--- src/hw/rtl/timed_task_slot_scheduler_defines.svh ---
// assertion macros for the timed task slot scheduler
// no dependencies; included by files that carry concurrent checks
`ifndef TIMED_TASK_SLOT_SCHEDULER_DEFINES_SVH
`define TIMED_TASK_SLOT_SCHEDULER_DEFINES_SVH

// same-cycle implication, disabled during reset
`define TTS_ASSERT_IMP(lbl, clk, rst, ante, cons) \
  lbl: assert property (@(posedge clk) disable iff (rst) (ante) |-> (cons)) \
    else $error("tts check failed");

// next-cycle implication, disabled during reset
`define TTS_ASSERT_NXT(lbl, clk, rst, ante, cons) \
  lbl: assert property (@(posedge clk) disable iff (rst) (ante) |=> (cons)) \
    else $error("tts check failed");

`endif

--- src/hw/rtl/tts_pkg.sv ---
// shared types and constants of the timed task slot scheduler
// no dependencies; used by timed_task_slot_scheduler
package tts_pkg;

  localparam int TASK_SLOTS  = 8;
  localparam int TIME_BITS   = 32;
  localparam int PERIOD_BITS = 24;
  localparam int TAG_BITS    = 8;
  localparam int MAX_FIRES   = 8;

  localparam int SLOT_BITS = (TASK_SLOTS > 1) ? $clog2(TASK_SLOTS) : 1;
  localparam int FIRE_BITS = $clog2(MAX_FIRES + 1);
  localparam logic [SLOT_BITS-1:0] SLOT_LAST = SLOT_BITS'(TASK_SLOTS - 1);

  typedef enum logic [1:0] {
    OP_TICK   = 2'd0,
    OP_APPEND = 2'd1,
    OP_SCHED  = 2'd2,
    OP_REARM  = 2'd3
  } op_t;

  typedef enum logic [1:0] {
    KIND_DONE     = 2'd0,
    KIND_FIRED    = 2'd1,
    KIND_APPENDED = 2'd2,
    KIND_FULL     = 2'd3
  } kind_t;

  typedef enum logic [2:0] {
    S_IDLE,
    S_RMW,
    S_SCAN,
    S_EMIT
  } sched_state_t;

  // one row of the slot table memory
  typedef struct packed {
    logic [TIME_BITS-1:0]   due;
    logic [PERIOD_BITS-1:0] period;
    logic [TAG_BITS-1:0]    tag;
    logic                   one_shot;
  } slot_entry_t;

  // one result as it leaves the block
  typedef struct packed {
    kind_t      kind;
    logic [2:0] slot;
    logic [7:0] tag;
    logic       last;
  } result_t;

endpackage

--- src/hw/rtl/tts_ram.sv ---
// generic single-write, single-read RAM with registered read data
// no dependencies; used by timed_task_slot_scheduler
module tts_ram #(
  parameter int WIDTH = 8,
  parameter int DEPTH = 8
) (
  input  logic                                     clk,
  input  logic                                     we,
  input  logic [((DEPTH > 1) ? $clog2(DEPTH) : 1)-1:0] waddr,
  input  logic [WIDTH-1:0]                         wdata,
  input  logic                                     re,
  input  logic [((DEPTH > 1) ? $clog2(DEPTH) : 1)-1:0] raddr,
  output logic [WIDTH-1:0]                         rdata
);

  logic [WIDTH-1:0] mem [DEPTH];

  // write port
  always_ff @(posedge clk) begin
    if (we) begin
      mem[waddr] <= wdata;
    end
  end

  // read port, data on the next cycle and held while re is low
  always_ff @(posedge clk) begin
    if (re) begin
      rdata <= mem[raddr];
    end
  end

endmodule

--- src/hw/rtl/timed_task_slot_scheduler.sv ---
// timed task slot scheduler: tick counter and a table of timed task slots
// depends on tts_pkg, tts_ram and timed_task_slot_scheduler_defines.svh
//
//  channel | handshake          | payload
//  --------+--------------------+------------------------------------------------
//  in      | in_valid/in_ready  | op, slot_index, period, task_tag, one_shot,
//          |                    | start_paused
//  out     | out_valid/out_ready| kind, slot_out, tag_out, last
//
// tick and append: action at the transfer, then the result register
// rearm: read of the slot row, write back, result
// schedule pass: one slot row read per cycle from the table memory, except that
// the scan stalls on a fire while an earlier fire is held and the output is busy
// reset clears the tick counter and the pause marks and marks every slot empty; the table memory needs none
// a new input is taken once the previous item's last result is in the output
// register, even while that register still waits for out_ready
module timed_task_slot_scheduler (
  input  logic        clk,
  input  logic        rst,
  input  logic        in_valid,
  output logic        in_ready,
  input  logic [1:0]  op,
  input  logic [2:0]  slot_index,
  input  logic [23:0] period,
  input  logic [7:0]  task_tag,
  input  logic        one_shot,
  input  logic        start_paused,
  output logic        out_valid,
  input  logic        out_ready,
  output logic [1:0]  kind,
  output logic [2:0]  slot_out,
  output logic [7:0]  tag_out,
  output logic        last
);

`include "timed_task_slot_scheduler_defines.svh"

  localparam int EntryW = $bits(tts_pkg::slot_entry_t);

  tts_pkg::sched_state_t state, state_next;

  logic [tts_pkg::TIME_BITS-1:0]  now_ticks;
  logic [tts_pkg::TASK_SLOTS-1:0] empty_mark;
  logic [tts_pkg::TASK_SLOTS-1:0] paused_mark;
  logic [2:0]                     idx_q;
  logic [tts_pkg::SLOT_BITS-1:0]  scan_slot;
  logic [tts_pkg::FIRE_BITS-1:0]  fire_cnt;
  logic                           held_valid;
  logic [2:0]                     held_slot;
  logic [7:0]                     held_tag;
  tts_pkg::result_t               res;
  tts_pkg::result_t               out_res;

  // handshake helpers
  logic accept;
  logic out_free;

  // memory port
  logic                          ram_we, ram_re;
  logic [tts_pkg::SLOT_BITS-1:0] ram_waddr, ram_raddr;
  logic [EntryW-1:0]             ram_rdata;
  tts_pkg::slot_entry_t          ram_wdata;
  tts_pkg::slot_entry_t          rd;

  // control from the datapath control block
  logic                          tick_inc;
  logic                          empty_clr;
  logic                          paused_we;
  logic [tts_pkg::SLOT_BITS-1:0] paused_idx;
  logic                          paused_val;
  logic                          res_load;
  tts_pkg::result_t              res_data;
  logic                          out_load;
  tts_pkg::result_t              out_data;
  logic                          scan_start;
  logic                          scan_adv;
  logic                          held_load;
  logic                          held_clr;

  // slot search and scan evaluation
  logic                          free_found;
  logic [tts_pkg::SLOT_BITS-1:0] free_slot;
  logic                          rearm_ok;
  logic                          fire;
  logic                          scan_go;
  logic                          scan_end;

  assign in_ready = (state == tts_pkg::S_IDLE);
  assign accept   = in_valid && in_ready;
  assign out_free = !out_valid || out_ready;
  assign rd       = tts_pkg::slot_entry_t'(ram_rdata);

  // slot table memory
  tts_ram #(
    .WIDTH(EntryW),
    .DEPTH(tts_pkg::TASK_SLOTS)
  ) u_table (
    .clk  (clk),
    .we   (ram_we),
    .waddr(ram_waddr),
    .wdata(ram_wdata),
    .re   (ram_re),
    .raddr(ram_raddr),
    .rdata(ram_rdata)
  );

  // lowest empty slot
  always_comb begin
    free_found = 1'b0;
    free_slot  = '0;
    for (int s = tts_pkg::TASK_SLOTS - 1; s >= 0; s--) begin
      if (empty_mark[s]) begin
        free_found = 1'b1;
        free_slot  = tts_pkg::SLOT_BITS'(s);
      end
    end
  end

  // rearm applies only to an in-range slot that holds a task
  assign rearm_ok = (32'(idx_q) < 32'(tts_pkg::TASK_SLOTS)) &&
                    !empty_mark[tts_pkg::SLOT_BITS'(idx_q)];

  // scan: the row of scan_slot is on the read data
  assign fire = !empty_mark[scan_slot] && !paused_mark[scan_slot] &&
                (rd.due <= now_ticks) &&
                (fire_cnt < tts_pkg::FIRE_BITS'(tts_pkg::MAX_FIRES));
  assign scan_go  = !(fire && held_valid && !out_free);
  assign scan_end = (scan_slot == tts_pkg::SLOT_LAST);

  // next state
  always_comb begin
    state_next = state;
    case (state)
      tts_pkg::S_IDLE: begin
        if (accept) begin
          case (tts_pkg::op_t'(op))
            tts_pkg::OP_REARM: state_next = tts_pkg::S_RMW;
            tts_pkg::OP_SCHED: state_next = tts_pkg::S_SCAN;
            default:           state_next = tts_pkg::S_EMIT;
          endcase
        end
      end
      tts_pkg::S_RMW: state_next = tts_pkg::S_EMIT;
      tts_pkg::S_SCAN: begin
        if (scan_go && scan_end) begin
          state_next = tts_pkg::S_EMIT;
        end
      end
      tts_pkg::S_EMIT: begin
        if (out_free) begin
          state_next = tts_pkg::S_IDLE;
        end
      end
      default: state_next = tts_pkg::S_IDLE;
    endcase
  end

  // datapath control
  always_comb begin
    ram_we     = 1'b0;
    ram_waddr  = '0;
    ram_wdata  = rd;
    ram_re     = 1'b0;
    ram_raddr  = '0;
    tick_inc   = 1'b0;
    empty_clr  = 1'b0;
    paused_we  = 1'b0;
    paused_idx = '0;
    paused_val = 1'b0;
    res_load   = 1'b0;
    res_data   = '{tts_pkg::KIND_DONE, 3'd0, 8'd0, 1'b1};
    out_load   = 1'b0;
    out_data   = res;
    scan_start = 1'b0;
    scan_adv   = 1'b0;
    held_load  = 1'b0;
    held_clr   = 1'b0;
    case (state)
      tts_pkg::S_IDLE: begin
        if (accept) begin
          case (tts_pkg::op_t'(op))
            tts_pkg::OP_TICK: begin
              tick_inc = 1'b1;
              res_load = 1'b1;
            end
            tts_pkg::OP_APPEND: begin
              res_load = 1'b1;
              if (free_found) begin
                ram_we             = 1'b1;
                ram_waddr          = free_slot;
                ram_wdata.due      = now_ticks + tts_pkg::TIME_BITS'(period);
                ram_wdata.period   = tts_pkg::PERIOD_BITS'(period);
                ram_wdata.tag      = tts_pkg::TAG_BITS'(task_tag);
                ram_wdata.one_shot = one_shot;
                empty_clr          = 1'b1;
                paused_we          = 1'b1;
                paused_idx         = free_slot;
                paused_val         = start_paused;
                res_data = '{tts_pkg::KIND_APPENDED, 3'(free_slot), 8'd0, 1'b1};
              end else begin
                res_data = '{tts_pkg::KIND_FULL, 3'd0, 8'd0, 1'b1};
              end
            end
            tts_pkg::OP_REARM: begin
              ram_re    = 1'b1;
              ram_raddr = tts_pkg::SLOT_BITS'(slot_index);
            end
            tts_pkg::OP_SCHED: begin
              ram_re     = 1'b1;
              ram_raddr  = '0;
              scan_start = 1'b1;
              held_clr   = 1'b1;
            end
            default: ;
          endcase
        end
      end
      tts_pkg::S_RMW: begin
        res_load = 1'b1;
        res_data = '{tts_pkg::KIND_DONE, idx_q, 8'd0, 1'b1};
        if (rearm_ok) begin
          ram_we        = 1'b1;
          ram_waddr     = tts_pkg::SLOT_BITS'(idx_q);
          ram_wdata.due = now_ticks + tts_pkg::TIME_BITS'(rd.period);
          paused_we     = 1'b1;
          paused_idx    = tts_pkg::SLOT_BITS'(idx_q);
          paused_val    = 1'b0;
        end
      end
      tts_pkg::S_SCAN: begin
        if (scan_go) begin
          scan_adv = 1'b1;
          if (fire) begin
            // one-shot slots pause, periodic ones reload their due time
            if (rd.one_shot) begin
              paused_we  = 1'b1;
              paused_idx = scan_slot;
              paused_val = 1'b1;
            end else begin
              ram_we        = 1'b1;
              ram_waddr     = scan_slot;
              ram_wdata.due = now_ticks + tts_pkg::TIME_BITS'(rd.period);
            end
            // an earlier fire is now known not to be the final one
            if (held_valid) begin
              out_load = 1'b1;
              out_data = '{tts_pkg::KIND_FIRED, held_slot, held_tag, 1'b0};
            end
          end
          if (scan_end) begin
            held_clr = 1'b1;
            res_load = 1'b1;
            if (fire) begin
              res_data = '{tts_pkg::KIND_FIRED, 3'(scan_slot), 8'(rd.tag), 1'b1};
            end else if (held_valid) begin
              res_data = '{tts_pkg::KIND_FIRED, held_slot, held_tag, 1'b1};
            end
          end else begin
            held_load = fire;
            ram_re    = 1'b1;
            ram_raddr = scan_slot + tts_pkg::SLOT_BITS'(1);
          end
        end
      end
      tts_pkg::S_EMIT: begin
        if (out_free) begin
          out_load = 1'b1;
        end
      end
      default: ;
    endcase
  end

  // control registers
  always_ff @(posedge clk) begin
    if (rst) begin
      state       <= tts_pkg::S_IDLE;
      now_ticks   <= '0;
      empty_mark  <= '1;
      paused_mark <= '0;
      out_valid   <= 1'b0;
      held_valid  <= 1'b0;
      scan_slot   <= '0;
      fire_cnt    <= '0;
    end else begin
      state <= state_next;
      if (tick_inc) begin
        now_ticks <= now_ticks + tts_pkg::TIME_BITS'(1);
      end
      if (empty_clr) begin
        empty_mark[free_slot] <= 1'b0;
      end
      if (paused_we) begin
        paused_mark[paused_idx] <= paused_val;
      end
      if (out_load) begin
        out_valid <= 1'b1;
      end else if (out_ready) begin
        out_valid <= 1'b0;
      end
      if (held_clr) begin
        held_valid <= 1'b0;
      end else if (held_load) begin
        held_valid <= 1'b1;
      end
      if (scan_start) begin
        scan_slot <= '0;
        fire_cnt  <= '0;
      end else if (scan_adv) begin
        scan_slot <= scan_slot + tts_pkg::SLOT_BITS'(1);
        if (fire) begin
          fire_cnt <= fire_cnt + tts_pkg::FIRE_BITS'(1);
        end
      end
    end
  end

  // payload registers
  always_ff @(posedge clk) begin
    if (accept) begin
      idx_q <= slot_index;
    end
    if (held_load) begin
      held_slot <= 3'(scan_slot);
      held_tag  <= 8'(rd.tag);
    end
    if (res_load) begin
      res <= res_data;
    end
    if (out_load) begin
      out_res <= out_data;
    end
  end

  // output ports
  assign kind     = out_res.kind;
  assign slot_out = out_res.slot;
  assign tag_out  = out_res.tag;
  assign last     = out_res.last;

  // checks
  `TTS_ASSERT_IMP(a_held_only_in_scan, clk, rst, held_valid, state == tts_pkg::S_SCAN)
  `TTS_ASSERT_IMP(a_rw_disjoint, clk, rst, ram_we && ram_re, ram_waddr != ram_raddr)
  `TTS_ASSERT_NXT(a_scan_exit, clk, rst, state == tts_pkg::S_SCAN && scan_go && scan_end, state == tts_pkg::S_EMIT && !held_valid)
  `TTS_ASSERT_IMP(a_fire_bound, clk, rst, state == tts_pkg::S_SCAN, fire_cnt <= tts_pkg::FIRE_BITS'(tts_pkg::MAX_FIRES))

endmodule
--- config.mk ---
export PLATFORM = sky130hd
export DESIGN_NAME = timed_task_slot_scheduler
export DESIGN_NICKNAME = d
export VERILOG_FILES = /design/src/hw/rtl/tts_pkg.sv /design/src/hw/rtl/tts_ram.sv /design/src/hw/rtl/timed_task_slot_scheduler.sv
export VERILOG_INCLUDE_DIRS = /design/src /design/src/hw/rtl
export SDC_FILE = /design/constraint.sdc
export NUM_CORES = 1
export LEC_CHECK = 0
export CORE_ASPECT_RATIO = 1.4
export CORE_MARGIN = 5
export CORE_UTILIZATION = 58
export DETAILED_ROUTE_END_ITERATION = 7
export DONT_BUFFER_PORTS = 1
export GPL_TIMING_DRIVEN = 0
export PLACE_DENSITY = 0.76
export SLEW_MARGIN = 20
export SYNTH_ARGS = -nofsm -noshare
export SYNTH_HDL_FRONTEND = slang
export SYNTH_HIERARCHICAL = 1
export SYNTH_SLANG_ARGS = --single-unit
--- constraint.sdc ---
create_clock -name clk -period 6.8 [get_ports clk]
set_input_delay 0 -clock clk [delete_from_list [all_inputs] [get_ports clk]]
set_output_delay 0 -clock clk [all_outputs]
set_load 0.02 [all_outputs]
After elaboration in Yosys (flattened, before gate mapping)

Memories as Yosys holds them, arrays and structs flattened. A register that Yosys moved wholly into a read port is not among the register bits.
Index checks and enable logic that the tools add are counted.
Widths: inputs -> output; s select.

Register bits after elaboration: 102
Memory bits (writable): 520
Input bits: 43
Output and inout port bits: 16
Word-level logic and storage cells: 187
Memories: 1

Memories:

| name        | words | bits a word | rd ports | clocked after Yosys merged registers in | write ports | RTL line      | RTL |
|---|---|---|---|---|---|---|---|
| u_table.mem | 8     | 65          | 1        | 1                                       | 1           | tts_ram.sv:16 | `logic [WIDTH-1:0] mem [DEPTH];` |

Add/subtract/negate cells: 5
Magnitude comparators: 8
Equality and inequality tests: 10
Multiplexer cells: 118
Bitwise logic cells: 2
Reduce and logical (&&, ||, !) cells: 24

Operator list:

| cell                  | count |
|---|---|
| $mux 65               | 3 |
| $mux 32               | 4 |
| $pmux 32 s3           | 1 |
| $mux 14               | 6 |
| $mux 3                | 25 |
| $mux 13               | 5 |
| $add 32x24->32        | 2 |
| $mux 1                | 54 |
| $pmux 14 s3           | 1 |
| $mux 33               | 1 |
| $add 32x1->32 const B | 1 |
| $le 32x32->1          | 1 |
| $pmux 3 s3            | 2 |
| $lt 3x4->1 const B    | 4 |
| $pmux 3 s4            | 1 |
| $bmux 1 s3            | 3 |
| $logic_and 1x1->1     | 9 |
| $pmux 1 s3            | 3 |
| $and 8x8->8           | 1 |
| $bwmux 8              | 1 |
| $not 8->8             | 1 |
| $pmux 1 s2            | 4 |
| $reduce_or 2->1       | 4 |
| $demux 1 s3           | 2 |
| other kinds (20)      | 28 |

Logic depth before layout (Yosys ltp)

Depth in word-level cells: 17
Mapped depth: 17
Depth with buffers taken out: 13

Modules after synthesis

Netlist, hierarchy kept.

By module, submodules not included:

| module                    | instances | cells an instance | area each (um^2) | sequential area each (um^2) |
|---|---|---|---|---|
| tts_ram                   | 1         | 829               | 21,508.1         | 17,566.8 |
| timed_task_slot_scheduler | 1         | 1,059             | 9,024.9          | 2,412.3 |

Worst setup path before layout

OpenSTA, ideal clock, no wires.

Path kind: reg2reg
From: register now_ticks[25] in the netlist's numbering
To: memory u_table/mem[4][0] in the netlist's numbering (enable)
Library setup time: 568 ps
Arrival time: 7,001 ps
Required time: 6,232 ps
Slack: -769 ps
Stages on the path, launching flop included: 16
Buffers on the path: 2
Clock period less this slack: 7,569 ps
Cells stage by stage: dfxtp_1 clkbuf_1 inv_1 ha_1 a21oi_1 o21a_1 a2bb2oi_1 nand3_1 o211ai_2 and2_4 buf_6 and3_1 a21oi_1 nor2_1 nand2_1 nor3_1

Elaborated cells on any way between the ends: 13
Classes of those cells: order compare: 1; mux: 8; reduce/logical: 4

RTL lines:

| item                           | RTL line                         | RTL |
|---|---|---|
| start: declaration             | timed_task_slot_scheduler.sv:42  | `logic [tts_pkg::TIME_BITS-1:0] now_ticks;` |
| start signal: assignment       | timed_task_slot_scheduler.sv:288 | `now_ticks <= now_ticks + tts_pkg::TIME_BITS'(1);` |
| $le 32x32->1 *                 | timed_task_slot_scheduler.sv:125 | `(rd.due <= now_ticks) &&` |
| $logic_and 1x1->1 *            | timed_task_slot_scheduler.sv:124 | `assign fire = !empty_mark[scan_slot] && !paused_mark[scan_slot] &&` |
| $logic_and 1x1->1 *            | timed_task_slot_scheduler.sv:125 |  |
| $logic_and 1x1->1 (2 in a row) | timed_task_slot_scheduler.sv:127 | `assign scan_go = !(fire && held_valid && !out_free);` |
| $mux 3 *                       | timed_task_slot_scheduler.sv:231 | `if (scan_go) begin` |
| $pmux 3 s3 *                   | timed_task_slot_scheduler.sv:178 | `case (state)` |
| named net ram_waddr (one bit)  | timed_task_slot_scheduler.sv:60  | `logic [tts_pkg::SLOT_BITS-1:0] ram_waddr, ram_raddr;` |
| end: declaration               | tts_ram.sv:16                    |  |

The timed path passes the listed nets; every way through them passes the cells marked *.

Worst setup path in the final report

From: register now_ticks[25] in the netlist's numbering
To: register u_table.rdata[33], read port of u_table.mem, data pin

Longest elaborated chain between the ends: 7
Elaborated cells on any way between the ends: 9
Classes of those cells: order compare: 1; mux: 4; reduce/logical: 4

Ends and longest elaborated chain:

| item                           | RTL line                         | RTL |
|---|---|---|
| $le 32x32->1                   | timed_task_slot_scheduler.sv:125 |  |
| $logic_and 1x1->1              | timed_task_slot_scheduler.sv:124 |  |
| $logic_and 1x1->1              | timed_task_slot_scheduler.sv:125 |  |
| $logic_and 1x1->1 (2 in a row) | timed_task_slot_scheduler.sv:127 |  |
| $mux 3                         | timed_task_slot_scheduler.sv:231 |  |
| $pmux 3 s2                     | timed_task_slot_scheduler.sv:178 |  |
| named net ram_raddr (one bit)  | timed_task_slot_scheduler.sv:60  |  |
| end: declaration               | tts_ram.sv:13                    | `output logic [WIDTH-1:0] rdata` |

The timed path passes the listed nets, and every way through them passes these cells.
A chain may end at the register's enable or synchronous reset.

==> qor.txt <==
PwrDens: 346.5 nW/um2
Syn avg cell area: 16.17 um2
Drc violations: 0
Placed Cells: 2630
Initial antenna violation count: 0
Drt first pass iters: 5
Die area: 57400 um2
Critical path origin: now_ticks[25]$_SDFFE_PP0P_
DR vias/cell: 6.344
Die Y: 281.5 um
Fin Clk Skew: 27.48 ps
Total number of vias: 17.70k
H-tree lvl count: 3
Post_cts resized: 0
R2r endpoint: u_table/rdata[33]$_DFFE_PP_
Grt ovf: 0
Fin crit share: 84.17%
Max-slew violations: 0
Sequential area share after synthesis: 65.43%
IO buf count: 0
CTS tree: built
Syn-to-layout area delta: 13.89%
Post-synth ARST share: 0%
Max Cap Viol: 0
Number of sinks on the clock net: 685
Synth warnings: 6
Worst setup path end: u_table/rdata[33]$_DFFE_PP_
R2R Setup Slk: 1080 ps
Clk buf depth: 3
First-pass GRT wire length: 111300 um
Synthesized instance count: 1888
Drt wl/cell: 26.50 um
Final hold vios: 0
Worst-Skew Late Latency: 620 ps
Peak supply drop: 0.2094 mV
Layout Nets: 2168
Post-DP HPWL: 50500 um
Clock buffer count from CTS: 66
Largest net degree at the start of global routing: 21
Setup violators final: 0
Die W: 203.9 um
Initial core utilization: 58.55%
Status: completed
Final WS setup: 1076 ps
Top Usage Layer GRT: met2
Worst slack, placed: 1192 ps
Ant diodes: 0
Crit start category: register
EDFF count, synth: 626
CP endpoint kind: register
Slew margin rel.: 17.92%
CTS clk-pin slew, worst paths: 60 ps
I/O pin total: 59
Met2 Use GR: 44.78%
Final core occ: 66.68%
Vias in the first global route: 18.41k
Dominant synthesized flop cell: edfxtp_1
Layout cells sized above 1: 21.22%
GRT Total Usage: 25.97%
CP Max Fanout: 10
Crit path kind: reg -> reg
HP Class: in -> reg
Max Freq: 174.7 MHz
Syn Nets: 2021
Post-CTS setup repair buffer count: 0
RSZ-0062 raised after global routing: false
Routed wire length: 73920 um
CTS root buf: clkbuf_16
Row count: 99
Post-layout minimum cycle time: 5724 ps
Starting DRC count in detailed routing: 1564
Non-Filler Instances: 2790
Core footprint: 52150 um2
Worst path required time: 7150 ps
Fillers: 3437
Worst-Margin Slew: 1227 ps
GPL Wtd Cong: 0.9261
FF-to-FF Start: now_ticks[25]$_SDFFE_PP0P_
M1 GR Usage: 32.62%
CP Data Arrival Time: 6070 ps
GR Layer Usage met3: 3.820%
Final ANT Viol Nets: 0
FF+latch count, synth: 685
FF-to-FF path depth: 15
Unique masters post-synth: 90
Lkg Pwr: 11.40 nW
Syn Std Cell Area: 30530 um2
==> routing by layer <==
layer	share of wire [%]	wire [um]
met1	38	27890
met2	51	37770
met3	6.3	4629
met4	4.9	3636
met5	0	0
==> cell families (layout without fill, tap and decap cells) <==
| logic type | after synthesis | after routing | share of synthesized area [%] |
|---|---|---|---|
| mux | 257 | 257 | 14.42 |
| fa+ha+maj | 90 | 90 | 3.737 |
| flops | 685 | 685 | 65.43 |
| simple gates | 372 | 372 | 6.073 |
| buf+inv | 124 | 319 | 1.926 |
| compound gates | 286 | 286 | 6.290 |
| xor+xnor | 74 | 74 | 2.123 |
==> layout by cell type (no fill, tap or decap), types with 7 or more instances in the layout <==
master           n
a211oi_1        13
a21o_1          20
a21oi_1         84
a22oi_1         11
and3_1          16
buf_1           10
buf_12          10
buf_16          16
buf_2           11
buf_6           15
buf_8            8
clkbuf_1        56
clkbuf_16       67
clkinv_2         7
dfxtp_1         59
dlygate4sd3_1   44
edfxtp_1       626
ha_1            88
inv_1           53
mux2_2         104
mux2_4           7
mux2i_1         13
mux4_2         133
nand2_1        100
nand2b_1        18
nand3_1         42
nand4_1         19
nor2_1          97
nor2b_1         11
nor3_1          13
o211ai_1         9
o21ai_0         56
o221ai_1        10
or3_1            7
xnor2_1         53
xor2_1          21
==> critical path, stage by stage (launching register included) <==
cell and delay (ps):
dfxtp_1 300, clkbuf_1 270, inv_1 150, ha_1 330, nand4_1 200, nor4_2 430, a2111oi_0 160, nand3_1 150
o211ai_2 260, nand2_1 250, o21ai_1 270, o21ai_1 680, buf_2 460, buf_1 810, mux4_2 420, mux2_2 300
==> what timing repair did <==
action / in CTS / in global routing
hold buffers: 44 / 0
endpoints found under the setup margin: 0 / 0
hold endpoints to repair: 308 / 0
==> how the worst min path moves through the flow <==
stage | startpoint | endpoint | slack [ps] | cells after the start
floorplan | slot_index[0] | idx_q[0]$_DFFE_PP_ | 100 | 0
global placement | slot_index[2] | idx_q[2]$_DFFE_PP_ | 100 | 0
detailed placement | slot_index[2] | idx_q[2]$_DFFE_PP_ | 100 | 0
CTS | slot_index[1] | idx_q[1]$_DFFE_PP_ | 30 | 1
global route | slot_index[1] | idx_q[1]$_DFFE_PP_ | 60 | 1
finish | slot_index[1] | idx_q[1]$_DFFE_PP_ | 70 | 1
==> cell type report <==
type	count	area [um2]	share of cell area, %
plain buffers	71	389.1	1.119
inverters	53	198.9	0.5721
clock buffers	89	1769	5.088
repair buffers	79	1212	3.486
well taps	707	884.6	2.544
clock inverters	27	292.8	0.8419
flip-flops and latches	685	19980	57.45
multi-input cells	1079	10050	28.90
==> state kept, by name, summed over array words and instances, names as in the netlist, 4 cells and up <==
name           cells
held_tag           8
fire_cnt           4
u_table/rdata     65
res               13
empty_mark         8
u_table/mem      520
tag_out            8
paused_mark        8
now_ticks         32
==> power by group <==
group          internal [mW]  switching, mW
clock network           2.00           1.56
registers               5.52          0.210
logic                   1.14           1.63
total                   8.65           3.40
==> synth_stat cells, types with 14 or more instances <==
master | number | share of area (%)
clkbuf_1 | 35 | 0.43
nand3_1 | 42 | 0.69
a21oi_1 | 85 | 1.4
edfxtp_1 | 626 | 62
mux2_2 | 104 | 3.8
mux4_2 | 133 | 9.8
o21ai_0 | 58 | 0.95
and3_1 | 16 | 0.33
inv_1 | 53 | 0.65
nand2b_1 | 18 | 0.37
dfxtp_1 | 59 | 3.9
a21o_1 | 20 | 0.49
nor2_1 | 103 | 1.3
nor3_1 | 15 | 0.25
ha_1 | 88 | 3.6
nand4_1 | 19 | 0.39
xnor2_1 | 53 | 1.5
buf_6 | 14 | 0.52
nand2_1 | 100 | 1.2
xor2_1 | 21 | 0.60
==> metrics by stage <==
step	area [um2]	setup TNS [ps]	hold slack (ps)	total power, mW
2_1_floorplan	30540	0	98.87	7.619
4_1_cts	34770	0	26.31	12.10
3_3_place_gp	31430	-1399260	99.34	8.359
6_report	34770	0	70.00	12.05
5_1_grt	34770	0	59.20	12.53
3_5_place_dp	32270	0	99.32	8.535
No activity file was read; power rests on OpenSTA's default activity.
